`src/hdl/assert_macros.svh`:
```
// shared assertion helpers
`ifndef ASSERT_MACROS_SVH
`define ASSERT_MACROS_SVH

// property must hold at every clock edge outside reset
`define ASSERT_CLK(label, clk, rst, prop, msg) \
   label: assert property (@(posedge clk) disable iff (rst) prop) else $error(msg);

// condition must never be seen outside reset
`define ASSERT_NEVER(label, clk, rst, cond, msg) \
   label: assert property (@(posedge clk) disable iff (rst) !(cond)) else $error(msg);

`endif

```
`src/hdl/lpht_pkg.sv`:
```
package lpht_pkg;

   localparam int KEY_W      = 64;
   localparam int DATA_W     = 32;
   localparam int SLOT_W     = 5;
   localparam int KEY_BYTES  = 8;
   localparam int BYTES_MAX  = 8;
   // byte sum of eight bytes fits in 11 bits
   localparam int SUM_W      = 11;
   localparam int HASH_STEPS = 2;
   localparam int HCNT_W     = 1;
   // byte sum times its reciprocal constant
   localparam int WIDE_W     = 2 * SUM_W + 1;

   localparam logic [1:0] KIND_INSERT = 2'd0;
   localparam logic [1:0] KIND_REMOVE = 2'd1;
   localparam logic [1:0] KIND_EDIT   = 2'd2;
   localparam logic [1:0] KIND_SEARCH = 2'd3;

   localparam logic [1:0] STAT_DONE    = 2'd0;
   localparam logic [1:0] STAT_MISSING = 2'd1;
   localparam logic [1:0] STAT_FULL    = 2'd2;
   localparam logic [1:0] STAT_EMPTY   = 2'd3;

   typedef struct packed {
      logic [1:0]        kind;
      logic [KEY_W-1:0]  key_chars;
      logic [KEY_W-1:0]  new_key_chars;
      logic [DATA_W-1:0] record_data;
   } req_type;

   typedef struct packed {
      logic [1:0]        status;
      logic [SLOT_W-1:0] slot;
      logic [DATA_W-1:0] found_data;
   } rsp_type;

   typedef enum logic [2:0] {
      ST_CLEAR,
      ST_IDLE,
      ST_HASH,
      ST_PROBE,
      ST_RESP
   } state_type;

   typedef struct packed {
      logic clear;
      logic load;
      logic hash;
      logic probe;
      logic rsp_load;
   } cmd_type;

   typedef struct packed {
      logic req_empty;
      logic clear_last;
      logic hash_last;
      logic hit;
      logic miss;
   } sts_type;

endpackage

```
`src/hdl/linear_probe_hash_table.sv`:
```
// hash table of SLOTS entries keyed by strings of up to eight bytes
// req channel (req_valid/req_ready/req_item): one operation per item,
//   insert, remove, edit or search, with key, replacement key and payload
// rsp channel (rsp_valid/rsp_ready/rsp_item): exactly one result per item,
//   status, slot index and found payload, in request order
// steps: empty keys go from accept straight to the result stage; otherwise a
//   reciprocal multiply finds the home slot, then probing reads one slot per
//   cycle through the single read port of the key and occupancy memories, then
//   the result moves into the output register
// flow: one item in flight; the next item can be taken in the cycle after the
//   result moves into the output register
// reset: req_ready stays low while the occupancy memory is swept to empty; key
//   and payload memories are not cleared
// stall: a result waits in the output register while rsp_ready is low; a new
//   item may still be accepted, and its result waits until the register frees
module linear_probe_hash_table #(
   parameter int SLOTS = 30
) (
   input  logic              clock,
   input  logic              reset,
   input  logic              req_valid,
   output logic              req_ready,
   input  lpht_pkg::req_type req_item,
   output logic              rsp_valid,
   input  logic              rsp_ready,
   output lpht_pkg::rsp_type rsp_item
);

   lpht_pkg::cmd_type cmd;
   lpht_pkg::sts_type sts;

   lpht_ctrl u_ctrl (
      .clock     (clock),
      .reset     (reset),
      .req_valid (req_valid),
      .req_ready (req_ready),
      .rsp_valid (rsp_valid),
      .rsp_ready (rsp_ready),
      .sts       (sts),
      .cmd       (cmd)
   );

   lpht_dpath #(
      .SLOTS (SLOTS)
   ) u_dpath (
      .clock    (clock),
      .reset    (reset),
      .req_item (req_item),
      .cmd      (cmd),
      .sts      (sts),
      .rsp_item (rsp_item)
   );

endmodule

```
`src/hdl/lpht_dpath.sv`:
```
`include "assert_macros.svh"

module lpht_dpath #(
   parameter int SLOTS = 30
) (
   input  logic              clock,
   input  logic              reset,
   input  lpht_pkg::req_type req_item,
   input  lpht_pkg::cmd_type cmd,
   output lpht_pkg::sts_type sts,
   output lpht_pkg::rsp_type rsp_item
);

   localparam int IDX_W = (SLOTS > 1) ? $clog2(SLOTS) : 1;
   localparam int CNT_W = $clog2(SLOTS + 1);

   // reciprocal of SLOTS rounded up, exact for every byte sum
   localparam int RECIP_SH = lpht_pkg::SUM_W + $clog2(SLOTS);
   localparam int RECIP_M  = ((1 << RECIP_SH) + SLOTS - 1) / SLOTS;

   // keep bytes up to the first zero byte, at most KEY_BYTES of them
   function automatic logic [lpht_pkg::KEY_W-1:0] norm_key(
      input logic [lpht_pkg::KEY_W-1:0] raw
   );
      logic [lpht_pkg::KEY_W-1:0] k;
      logic                       live;
      k    = '0;
      live = 1'b1;
      for (int i = 0; i < lpht_pkg::BYTES_MAX; i++) begin
         live = live && (raw[8*i +: 8] != 8'd0) && (i < lpht_pkg::KEY_BYTES);
         if (live) begin
            k[8*i +: 8] = raw[8*i +: 8];
         end
      end
      return k;
   endfunction

   // stores
   logic [lpht_pkg::KEY_W-1:0]  key_mem [SLOTS];
   logic [lpht_pkg::DATA_W-1:0] pay_mem [SLOTS];
   logic                        occ_mem [SLOTS];

   // item registers
   logic [1:0]                  kind_ff;
   logic [lpht_pkg::KEY_W-1:0]  key_ff, nkey_ff;
   logic [lpht_pkg::DATA_W-1:0] data_ff;

   // hash and probe state
   logic [lpht_pkg::SUM_W-1:0]  rem_ff, rem_in;
   logic [lpht_pkg::SUM_W-1:0]  quot_ff, quot_in;
   logic [lpht_pkg::HCNT_W-1:0] hcnt_ff, hcnt_in;
   logic [IDX_W-1:0]            rd_addr_ff, rd_addr_in, rd_addr_nx;
   logic [CNT_W-1:0]            icnt_ff, icnt_in;
   logic                        chk_valid_ff, chk_valid_in;
   logic [IDX_W-1:0]            chk_addr_ff;

   // registered read data
   logic [lpht_pkg::KEY_W-1:0]  key_q_ff;
   logic [lpht_pkg::DATA_W-1:0] pay_q_ff;
   logic                        occ_q_ff;

   lpht_pkg::rsp_type res_ff, res_in;
   lpht_pkg::rsp_type rsp_ff;

   logic [lpht_pkg::KEY_W-1:0]  req_key, req_nkey;
   logic [lpht_pkg::SUM_W-1:0]  req_sum;
   logic [lpht_pkg::WIDE_W-1:0] quot_prod, back_prod;
   logic [lpht_pkg::SUM_W-1:0]  home_idx;
   logic                        issue, match, hit, miss;
   logic [IDX_W-1:0]            wr_addr;
   logic                        key_we, occ_we, occ_wdata;
   logic [lpht_pkg::KEY_W-1:0]  key_wdata;

   always_comb begin
      req_key  = norm_key(req_item.key_chars);
      req_nkey = norm_key(req_item.new_key_chars);
      req_sum  = '0;
      for (int i = 0; i < lpht_pkg::BYTES_MAX; i++) begin
         req_sum = req_sum + lpht_pkg::SUM_W'(req_key[8*i +: 8]);
      end
   end

   assign sts.req_empty = (req_key == '0) ||
                          ((req_item.kind == lpht_pkg::KIND_EDIT) && (req_nkey == '0));

   // home slot: quotient by reciprocal multiply, remainder the cycle after
   assign quot_prod = lpht_pkg::WIDE_W'(rem_ff) * lpht_pkg::WIDE_W'(RECIP_M);
   assign quot_in   = lpht_pkg::SUM_W'(quot_prod >> RECIP_SH);
   assign back_prod = lpht_pkg::WIDE_W'(quot_ff) * lpht_pkg::WIDE_W'(SLOTS);
   assign home_idx  = lpht_pkg::SUM_W'(lpht_pkg::WIDE_W'(rem_ff) - back_prod);

   assign sts.hash_last  = (hcnt_ff == lpht_pkg::HCNT_W'(lpht_pkg::HASH_STEPS - 1));
   assign sts.clear_last = (rd_addr_ff == IDX_W'(SLOTS - 1));

   assign rd_addr_nx = sts.clear_last ? '0 : rd_addr_ff + 1'b1;

   // one read issued per cycle, checked the cycle after
   assign issue = cmd.probe && (icnt_ff != CNT_W'(SLOTS));
   assign match = (kind_ff == lpht_pkg::KIND_INSERT) ? !occ_q_ff :
                  (occ_q_ff && (key_q_ff == key_ff));
   assign hit   = cmd.probe && chk_valid_ff && match;
   assign miss  = cmd.probe && chk_valid_ff && !match && (icnt_ff == CNT_W'(SLOTS));

   assign sts.hit  = hit;
   assign sts.miss = miss;

   assign wr_addr   = cmd.clear ? rd_addr_ff : chk_addr_ff;
   assign key_we    = hit && ((kind_ff == lpht_pkg::KIND_INSERT) ||
                              (kind_ff == lpht_pkg::KIND_EDIT));
   assign key_wdata = (kind_ff == lpht_pkg::KIND_EDIT) ? nkey_ff : key_ff;
   assign occ_we    = cmd.clear || (hit && ((kind_ff == lpht_pkg::KIND_INSERT) ||
                                            (kind_ff == lpht_pkg::KIND_REMOVE)));
   assign occ_wdata = hit && (kind_ff == lpht_pkg::KIND_INSERT);

   always_ff @(posedge clock) begin
      if (key_we) begin
         key_mem[wr_addr] <= key_wdata;
         pay_mem[wr_addr] <= data_ff;
      end
      if (issue) begin
         key_q_ff <= key_mem[rd_addr_ff];
         pay_q_ff <= pay_mem[rd_addr_ff];
      end
   end

   always_ff @(posedge clock) begin
      if (occ_we) begin
         occ_mem[wr_addr] <= occ_wdata;
      end
      if (issue) begin
         occ_q_ff <= occ_mem[rd_addr_ff];
      end
   end

   always_comb begin
      rem_in       = rem_ff;
      hcnt_in      = hcnt_ff;
      rd_addr_in   = rd_addr_ff;
      icnt_in      = icnt_ff;
      chk_valid_in = 1'b0;
      res_in       = res_ff;
      if (cmd.clear) begin
         rd_addr_in = rd_addr_nx;
      end else if (cmd.load) begin
         rem_in            = req_sum;
         hcnt_in           = '0;
         res_in.status     = lpht_pkg::STAT_EMPTY;
         res_in.slot       = '0;
         res_in.found_data = '0;
      end else if (cmd.hash) begin
         hcnt_in = hcnt_ff + 1'b1;
         if (sts.hash_last) begin
            rd_addr_in = IDX_W'(home_idx);
            icnt_in    = '0;
         end
      end else if (cmd.probe) begin
         chk_valid_in = issue;
         if (issue) begin
            rd_addr_in = rd_addr_nx;
            icnt_in    = icnt_ff + 1'b1;
         end
         if (hit) begin
            res_in.status     = lpht_pkg::STAT_DONE;
            res_in.slot       = lpht_pkg::SLOT_W'(chk_addr_ff);
            res_in.found_data = (kind_ff == lpht_pkg::KIND_SEARCH) ? pay_q_ff : '0;
         end else if (miss) begin
            res_in.status     = (kind_ff == lpht_pkg::KIND_INSERT) ?
                                lpht_pkg::STAT_FULL : lpht_pkg::STAT_MISSING;
            res_in.slot       = '0;
            res_in.found_data = '0;
         end
      end
   end

   always_ff @(posedge clock) begin
      if (reset) begin
         hcnt_ff      <= '0;
         rd_addr_ff   <= '0;
         icnt_ff      <= '0;
         chk_valid_ff <= 1'b0;
      end else begin
         hcnt_ff      <= hcnt_in;
         rd_addr_ff   <= rd_addr_in;
         icnt_ff      <= icnt_in;
         chk_valid_ff <= chk_valid_in;
      end
   end

   always_ff @(posedge clock) begin
      rem_ff  <= rem_in;
      quot_ff <= quot_in;
      res_ff  <= res_in;
      if (issue) begin
         chk_addr_ff <= rd_addr_ff;
      end
      if (cmd.load) begin
         kind_ff <= req_item.kind;
         key_ff  <= req_key;
         nkey_ff <= req_nkey;
         data_ff <= req_item.record_data;
      end
      if (cmd.rsp_load) begin
         rsp_ff <= res_ff;
      end
   end

   assign rsp_item = rsp_ff;

   `ASSERT_NEVER(a_icnt_range, clock, reset, icnt_ff > CNT_W'(SLOTS), "probe count past table size")
   `ASSERT_NEVER(a_addr_range, clock, reset, rd_addr_ff > IDX_W'(SLOTS - 1), "probe address out of table")
   `ASSERT_CLK(a_hash_to_probe, clock, reset, (cmd.hash && sts.hash_last) |=> (icnt_ff == '0 && !chk_valid_ff), "probe not restarted after hash")

endmodule

```
`src/hdl/lpht_ctrl.sv`:
```
`include "assert_macros.svh"

module lpht_ctrl (
   input  logic              clock,
   input  logic              reset,
   input  logic              req_valid,
   output logic              req_ready,
   output logic              rsp_valid,
   input  logic              rsp_ready,
   input  lpht_pkg::sts_type sts,
   output lpht_pkg::cmd_type cmd
);

   lpht_pkg::state_type state_ff, state_in;
   logic                rsp_valid_ff, rsp_valid_in;

   always_ff @(posedge clock) begin
      if (reset) begin
         state_ff     <= lpht_pkg::ST_CLEAR;
         rsp_valid_ff <= 1'b0;
      end else begin
         state_ff     <= state_in;
         rsp_valid_ff <= rsp_valid_in;
      end
   end

   always_comb begin
      state_in  = state_ff;
      req_ready = 1'b0;
      cmd       = '0;
      unique case (state_ff)
         lpht_pkg::ST_CLEAR: begin
            cmd.clear = 1'b1;
            if (sts.clear_last) begin
               state_in = lpht_pkg::ST_IDLE;
            end
         end
         lpht_pkg::ST_IDLE: begin
            req_ready = 1'b1;
            if (req_valid) begin
               cmd.load = 1'b1;
               state_in = sts.req_empty ? lpht_pkg::ST_RESP : lpht_pkg::ST_HASH;
            end
         end
         lpht_pkg::ST_HASH: begin
            cmd.hash = 1'b1;
            if (sts.hash_last) begin
               state_in = lpht_pkg::ST_PROBE;
            end
         end
         lpht_pkg::ST_PROBE: begin
            cmd.probe = 1'b1;
            if (sts.hit || sts.miss) begin
               state_in = lpht_pkg::ST_RESP;
            end
         end
         lpht_pkg::ST_RESP: begin
            // output register must be free before the result moves in
            if (!rsp_valid_ff || rsp_ready) begin
               cmd.rsp_load = 1'b1;
               state_in     = lpht_pkg::ST_IDLE;
            end
         end
         default: begin
            state_in = lpht_pkg::ST_CLEAR;
         end
      endcase
   end

   always_comb begin
      rsp_valid_in = rsp_valid_ff && !rsp_ready;
      if (cmd.rsp_load) begin
         rsp_valid_in = 1'b1;
      end
   end

   assign rsp_valid = rsp_valid_ff;

   `ASSERT_CLK(a_accept_busy, clock, reset, (req_valid && req_ready) |=> !req_ready, "ready after accept")
   `ASSERT_CLK(a_load_shows, clock, reset, cmd.rsp_load |=> rsp_valid_ff, "loaded result not shown")
   `ASSERT_NEVER(a_load_overrun, clock, reset, cmd.rsp_load && rsp_valid_ff && !rsp_ready, "result overwritten")

endmodule
```
`config.mk`:
```
export PLATFORM = sky130hd
export DESIGN_NAME = linear_probe_hash_table
export DESIGN_NICKNAME = d
export VERILOG_FILES = /design/src/hdl/lpht_pkg.sv /design/src/hdl/linear_probe_hash_table.sv /design/src/hdl/lpht_dpath.sv /design/src/hdl/lpht_ctrl.sv
export VERILOG_INCLUDE_DIRS = /design/src /design/src/hdl
export SDC_FILE = /design/constraint.sdc
export NUM_CORES = 2
export LEC_CHECK = 0
export BUFFER_PORTS_ARGS = -buffer_cell sky130_fd_sc_hd__buf_2
export CAP_MARGIN = 40
export CORE_MARGIN = 1.5
export CORE_UTILIZATION = 45
export DETAILED_ROUTE_END_ITERATION = 6
export PLACE_DENSITY = 0.62
export SETUP_SLACK_MARGIN = 0.3
export SLEW_MARGIN = 20
export SYNTH_ARGS = -nofsm -noshare
export SYNTH_HDL_FRONTEND = slang
export SYNTH_SLANG_ARGS = --single-unit
```
`constraint.sdc`:
```
create_clock -name clock -period 14.46 [get_ports clock]
set_clock_uncertainty 0.15 [all_clocks]
set_input_delay 2.892 -clock clock [delete_from_list [all_inputs] [get_ports clock]]
set_output_delay 2.892 -clock clock [all_outputs]
set_load 0.005 [all_outputs]
```
Word-level counts from Yosys, hierarchy flattened. Memories as Yosys holds them, arrays and structs flattened. A register that Yosys moved wholly into a read port is not among the register bits. Index checks and enable logic that the tools add are counted.

Order comparisons: 0. Reductions and logical operators: 69. Shifts and indexed selects: 0. $add $sub $neg: 11. Multiply operators: 2. Bitwise logic cells: 3. Equality and inequality tests: 21. Divide/modulo/power cells: 0. Muxes and demuxes: 58.

Operator list (count): 39-bit 2-to-1 mux (4); 64-bit zero test (2); 8-bit 2-to-1 mux (16); 8-bit nonzero test (16); 11-bit by 8-bit adder with 11-bit output (6); 64-bit == test (1); 64-bit 2-to-1 mux (1); 5-bit 2-to-1 mux (12); 32-bit 2-to-1 mux (1); 1-bit logical AND (25); 11-bit by 12-bit multiplier with 23-bit output (second input constant) (1); 3-bit 2-to-1 mux (6); 1-bit 2-to-1 mux (16); 3-bit case mux with 5 select lines (1); 2-bit by 1-bit != test with 1-bit output (second input constant) (7); 5-bit by 1-bit adder with 5-bit output (second input constant) (2); 5-bit == test (second input constant) (2); 5-bit AND reduction (2); 8-bit by 8-bit adder with 9-bit output (1); 3-bit nonzero test (3); 4-bit AND reduction (2); 2-bit nonzero test (4); 7-bit by 4-bit multiplier with 4-bit output (second input constant) (1); 2-bit == test (second input constant) (3); other kinds (17) (29).

Bits in read-only memories: 0. Bits in latches: 0. Logic and storage cells: 186. Bits in writable memories: 2910. Input port bits: 166. Memories kept: 3. Output and inout bits: 41. Flip-flop bits (word level): 279.

Memories: u_dpath.key_mem (words 30, width 64, read ports 1, clocked after Yosys merged registers in 1, write ports 1, RTL line lpht_dpath.sv:39) `logic [lpht_pkg::KEY_W-1:0] key_mem [SLOTS];`; u_dpath.pay_mem (words 30, width 32, read ports 1, clocked after Yosys merged registers in 1, write ports 1, RTL line lpht_dpath.sv:40) `logic [lpht_pkg::DATA_W-1:0] pay_mem [SLOTS];`; u_dpath.occ_mem (words 30, width 1, read ports 1, clocked after Yosys merged registers in 1, write ports 1, RTL line lpht_dpath.sv:41) `logic occ_mem [SLOTS];`.

Logic depth before layout (Yosys ltp).
Word-level depth: 15. Mapped depth: 25. Depth with buffers taken out: 25.

Cells and area by module. From an unflattened synthesis, not the netlist that was laid out.

Cells, all modules: 5535. Area, all modules: 128006.5 um^2.

By module, submodules not included: lpht_dpath (times used 1, cells each 5499, area an instance 127720.0 um^2, sequential area each 98304.3 um^2); lpht_ctrl (times used 1, cells each 36, area an instance 286.5 um^2, sequential area each 80.1 um^2).

Least setup slack after synthesis. OpenSTA, ideal clock, no wires.

Kind: flip-flop to flip-flop. Start: register u_dpath.rd_addr_ff[0]. End: memory u_dpath.key_mem[7][0] (netlist name), enable pin. Setup slack: 4792 ps. Clock period less this slack: 9668 ps. Stages on the path, launching flop included: 9. Setup time: 693 ps. Path buffers: 5. Arrival: 8825 ps. Data required time: 13617 ps. Cells stage by stage: dfxtp_1 -> buf_6 -> buf_6 -> buf_2 -> buf_2 -> a31oi_1 -> or2_2 -> clkbuf_1 -> a211oi_1.

Longest elaborated chain between the ends: 1.

Ends and longest elaborated chain: start, declared (RTL line lpht_dpath.sv:52) `logic [IDX_W-1:0] rd_addr_ff, rd_addr_in, rd_addr_nx;`; start signal, assigned (RTL line lpht_dpath.sv:183) `rd_addr_ff <= rd_addr_in;`; 5-bit 2-to-1 mux (RTL line lpht_dpath.sv:107) `assign wr_addr = cmd.clear ? rd_addr_ff : chk_addr_ff;`; end, declared (RTL line lpht_dpath.sv:39).

Every way passes these cells.

Worst setup path after layout.
Start: input req_item[100] (netlist name). End: register u_dpath.rem_ff[10] (netlist name), data pin.

Longest elaborated chain between the ends: 10. Elaborated cells between the ends (all ways): 23. Classes of those cells: add/sub (7); mux (8); reduce/logical (8).

Ends and longest elaborated chain: start, declared (RTL line linear_probe_hash_table.sv:23) `input lpht_pkg::req_type req_item,`; 8-bit nonzero test (RTL line lpht_dpath.sv:30) `live = live && (raw[8*i +: 8] != 8'd0) && (i < lpht_pkg::KEY_BYTES);`; 1-bit logical AND (RTL line lpht_dpath.sv:30); 8-bit 2-to-1 mux (RTL line lpht_dpath.sv:31) `if (live) begin`; via u_dpath.req_key, one bit (RTL line lpht_dpath.sv:65) `logic [lpht_pkg::KEY_W-1:0] req_key, req_nkey;`; 8-bit by 8-bit adder with 9-bit output (RTL line lpht_dpath.sv:79) `req_sum = req_sum + lpht_pkg::SUM_W'(req_key[8*i +: 8]);`; 11-bit by 8-bit adder with 11-bit output (6 in series) (RTL line lpht_dpath.sv:79); via u_dpath.req_sum, one bit (RTL line lpht_dpath.sv:66) `logic [lpht_pkg::SUM_W-1:0] req_sum;`; end signal, assigned (RTL line lpht_dpath.sv:190) `rem_ff <= rem_in;`; end, declared (RTL line lpht_dpath.sv:49) `logic [lpht_pkg::SUM_W-1:0] rem_ff, rem_in;`.

The timed path passes the listed nets, and every way through them passes these cells. A chain may end at the register's enable or synchronous reset.

==> impl_metrics.toml <==
[logic_synthesis]
synth_top_area_cell = "edfxtp_1"
syn_area_mm2 = 0.1284
synth_edf_count = 3263
ys_seq_area_share_pct = 76.64
ys_seq_elements = 3283
synthArstFlopShare_pct = 0
synthTopCellsByArea = "edfxtp_1, mux4_2, mux2_2"
synth_cells = 5530
syn_area_per_cell_um2 = 23.21
synth_warnings = 0
ys_types = 58
synth_ff_type = "edfxtp_1"
syn_nets = 5816
yosysTopAreaCellShare_pct = 76.32

[global_route]
grt_max_degree = 139
grtUsageTotal_pct = 23.01
antenna_found_initial = 16
grt_pass1_vias = 61440
grt_overflow = 0
grt_pass1_wl_mm = 468.3

[detailed_routing]
postRouteAntennaNets = 0
drtIter0Drc = 7317
detail_route.wl_per_cell_um = 33.16
avgViaCountPerCell = 6.047
wl_mm = 333.1
first_pass_iters = 6
vias = 60730
drc_errors = 0

[sta]
setup_viol = 0
fmax_mhz = 119.1
period_needed_ns = 8.399
hold_viol_final = 0
fin_setup_tns_ns = 0
worstMarginPinSlew_ns = 1.059
maxSlewHeadroom_pct = 29.43
period_share_pct = 58.09
report.final.slew_viol_count = 0
setup_ws_ns = 6.061
rsz0062_at_grt = "no"

[place]
place.gp.congestion = 0.8931
dpl.cell_count = 9401
dp_hpwl_mm = 186.7
post_dp_cell_area_mm2 = 0.1360
place_ws_ns = 5.226
io_buffers = 206

[floorplan]
rows = 195
fp.dieW_um = 537.1
num_io_pins = 207
die-area_mm2 = 0.2885
die_h_um = 537.1
start_util_pct = 45.36
core_area_mm2 = 0.2830

[clock_tree]
clock_sinks = 3283
cts_resized = 0
cts_tree = "done"
cts_buffers = 339
htree_num_levels = 5
cts_setup_buffers = 0
cts_root_buf = "clkbuf_16"
worstSkewPairLatency_ns = 0.90
path_clk_slew_ns = 0.06
cts_buffer_depth = 4
cts_hold_buf = 0

[critical_path]
crit_fanout = 10
r2r-start = "u_dpath.rd_addr_ff[1]"
cp.depth = 25
cpPeakStageDelay_ns = 0.57
start_kind = "input pin"
worstRegToRegCells = 9
crit_slowest_cell = "or4_1"
critPathCaptureType = "register"
critPathRequiredTime_ns = 15.02
cp_data_arrival_time_ns = 8.96
criticalPathCategory = "in2reg"
critPathBufInv = 6
r2r_setup_slack_ns = 8.14
cpMostUsedCell = "inv_1"
critPathTopFamily = "adder cells"
reg2reg_to = "u_dpath.key_q_ff[20]"

[min_path]
worstHoldPathCells = 0
min_to = "u_dpath.rsp_item[24]"
hold_class = "reg2reg"
hp-start = "u_dpath.res_ff[24]"

[cells_and_area]
fin_nets = 6316
utilization_pct = 52.03
syn2layout_area_growth_pct = 14.72
drive_gt1_share_pct = 33.16
fin_cells = 10040
fin_area_mm2 = 0.1473

[power]
p_leak_nw = 45.72
irDropWorstVdd_mv = 0.1425
cellPowerDensity_mw_per_mm2 = 174.8

[run]
drv_cap = 0

[status]
outcome = "finished clean"
[power breakdown]
group	switching (mW)	total, mW	internal, mW
Combinational	3.00	5.81	2.81
Sequential	0.251	11.3	11.0
Clock	3.60	8.63	5.03
Total	6.85	25.7	18.9
[worst max path at each step]
stage | startpoint | endpoint | slack [ns]
5_1_grt | req_item[100] | u_dpath.rem_ff[10] | 5.85
3_5_place_dp | req_item[100] | u_dpath.rem_ff[10] | 5.23
4_1_cts | req_item[100] | u_dpath.rem_ff[10] | 6.13
3_3_place_gp | req_item[100] | u_dpath.rem_ff[10] | 5.28
2_1_floorplan | u_dpath.rd_addr_ff[0] | u_dpath.key_mem[7][0] | 4.79
6_report | req_item[100] | u_dpath.rem_ff[10] | 6.06
[stage by stage]
step	hold slack (ns)	total power, mW
2_1_floorplan	0.2503	15.55
3_3_place_gp	0.2538	17.16
3_5_place_dp	0.2554	17.34
4_1_cts	0.2693	25.93
5_1_grt	0.2724	26.68
6_report	0.2688	25.74
[cells in the final DEF (no fill, tap or decap), types with 15 or more instances in the layout]
master	count
edfxtp_1	3263
mux4_2	871
clkbuf_16	347
mux2_2	258
buf_2	206
buf_4	129
and2_1	110
inv_1	94
ha_1	71
clkbuf_1	68
clkinv_1	67
xnor2_1	64
clkinv_2	51
fa_1	49
nand2_1	47
nor2_1	37
buf_16	36
a211oi_1	35
bufinv_16	35
buf_12	34
nor4_1	31
nand4_1	30
a211oi_4	30
nand2b_1	29
a21oi_1	28
buf_8	24
nor2b_1	22
and3_1	17
xor2_1	17
dfxtp_1	15
[layer usage]
layer / routed length (µm) / GRT usage (%) / up-vias
met1: 137200 / 33.11 / 33270
li1: - / - / 24360
met5: 13 / 0 / -
met3: 23290 / 2.975 / 475
met4: 8833 / 6.051 / 2
met2: 163700 / 37.37 / 2621
[kinds of logic after synthesis]
logic type	count (synthesis)	synth area share, %
flops	3283	76.64
mux	1134	17.58
simple gates	383	1.728
buf+inv	372	1.191
compound gates	157	0.8538
fa+ha+maj	120	1.456
xor+xnor	81	0.5526
[sequential cells by signal (all words and copies together), names as in the netlist, 2 cells and up]
signal and flops:
u_dpath.pay_q_ff 32, u_dpath.pay_mem 960, u_ctrl.state_ff 3, u_dpath.data_ff 32
u_dpath.rsp_item 39, u_dpath.chk_addr_ff 5, u_dpath.res_ff 39, u_dpath.key_ff 64
u_dpath.rem_ff 11, u_dpath.occ_mem 30, u_dpath.rd_addr_ff 5, u_dpath.key_mem 1920
u_dpath.quot_ff 4, u_dpath.kind_ff 2, u_dpath.icnt_ff 5, u_dpath.key_q_ff 64
u_dpath.nkey_ff 64
[final cells by class]
cell class	instances	area, µm²
antenna	12	30.03
clock buffer	416	8952
clock inverter	183	1874
fill	21620	135800
inverter	95	361.6
multi-input combinational	1875	28870
sequential	3283	98400
tap	3743	4683
timing repair buffer	436	4096
[cell usage after synthesis, types with 18 or more instances]
master       n
inv_1       95
a21oi_1     28
mux4_2     871
edfxtp_1  3263
and2_1     111
nand2b_1    30
nand4_1     30
and3_1      18
xnor2_1     64
mux2_2     258
fa_1        49
a211oi_1    66
dfxtp_1     20
nor4_1      31
buf_2       91
nand2_1     48
nor2_1      37
ha_1        71
nor2b_1     22
clkbuf_1   169
Note: power is estimated with default switching activity, not from simulation.
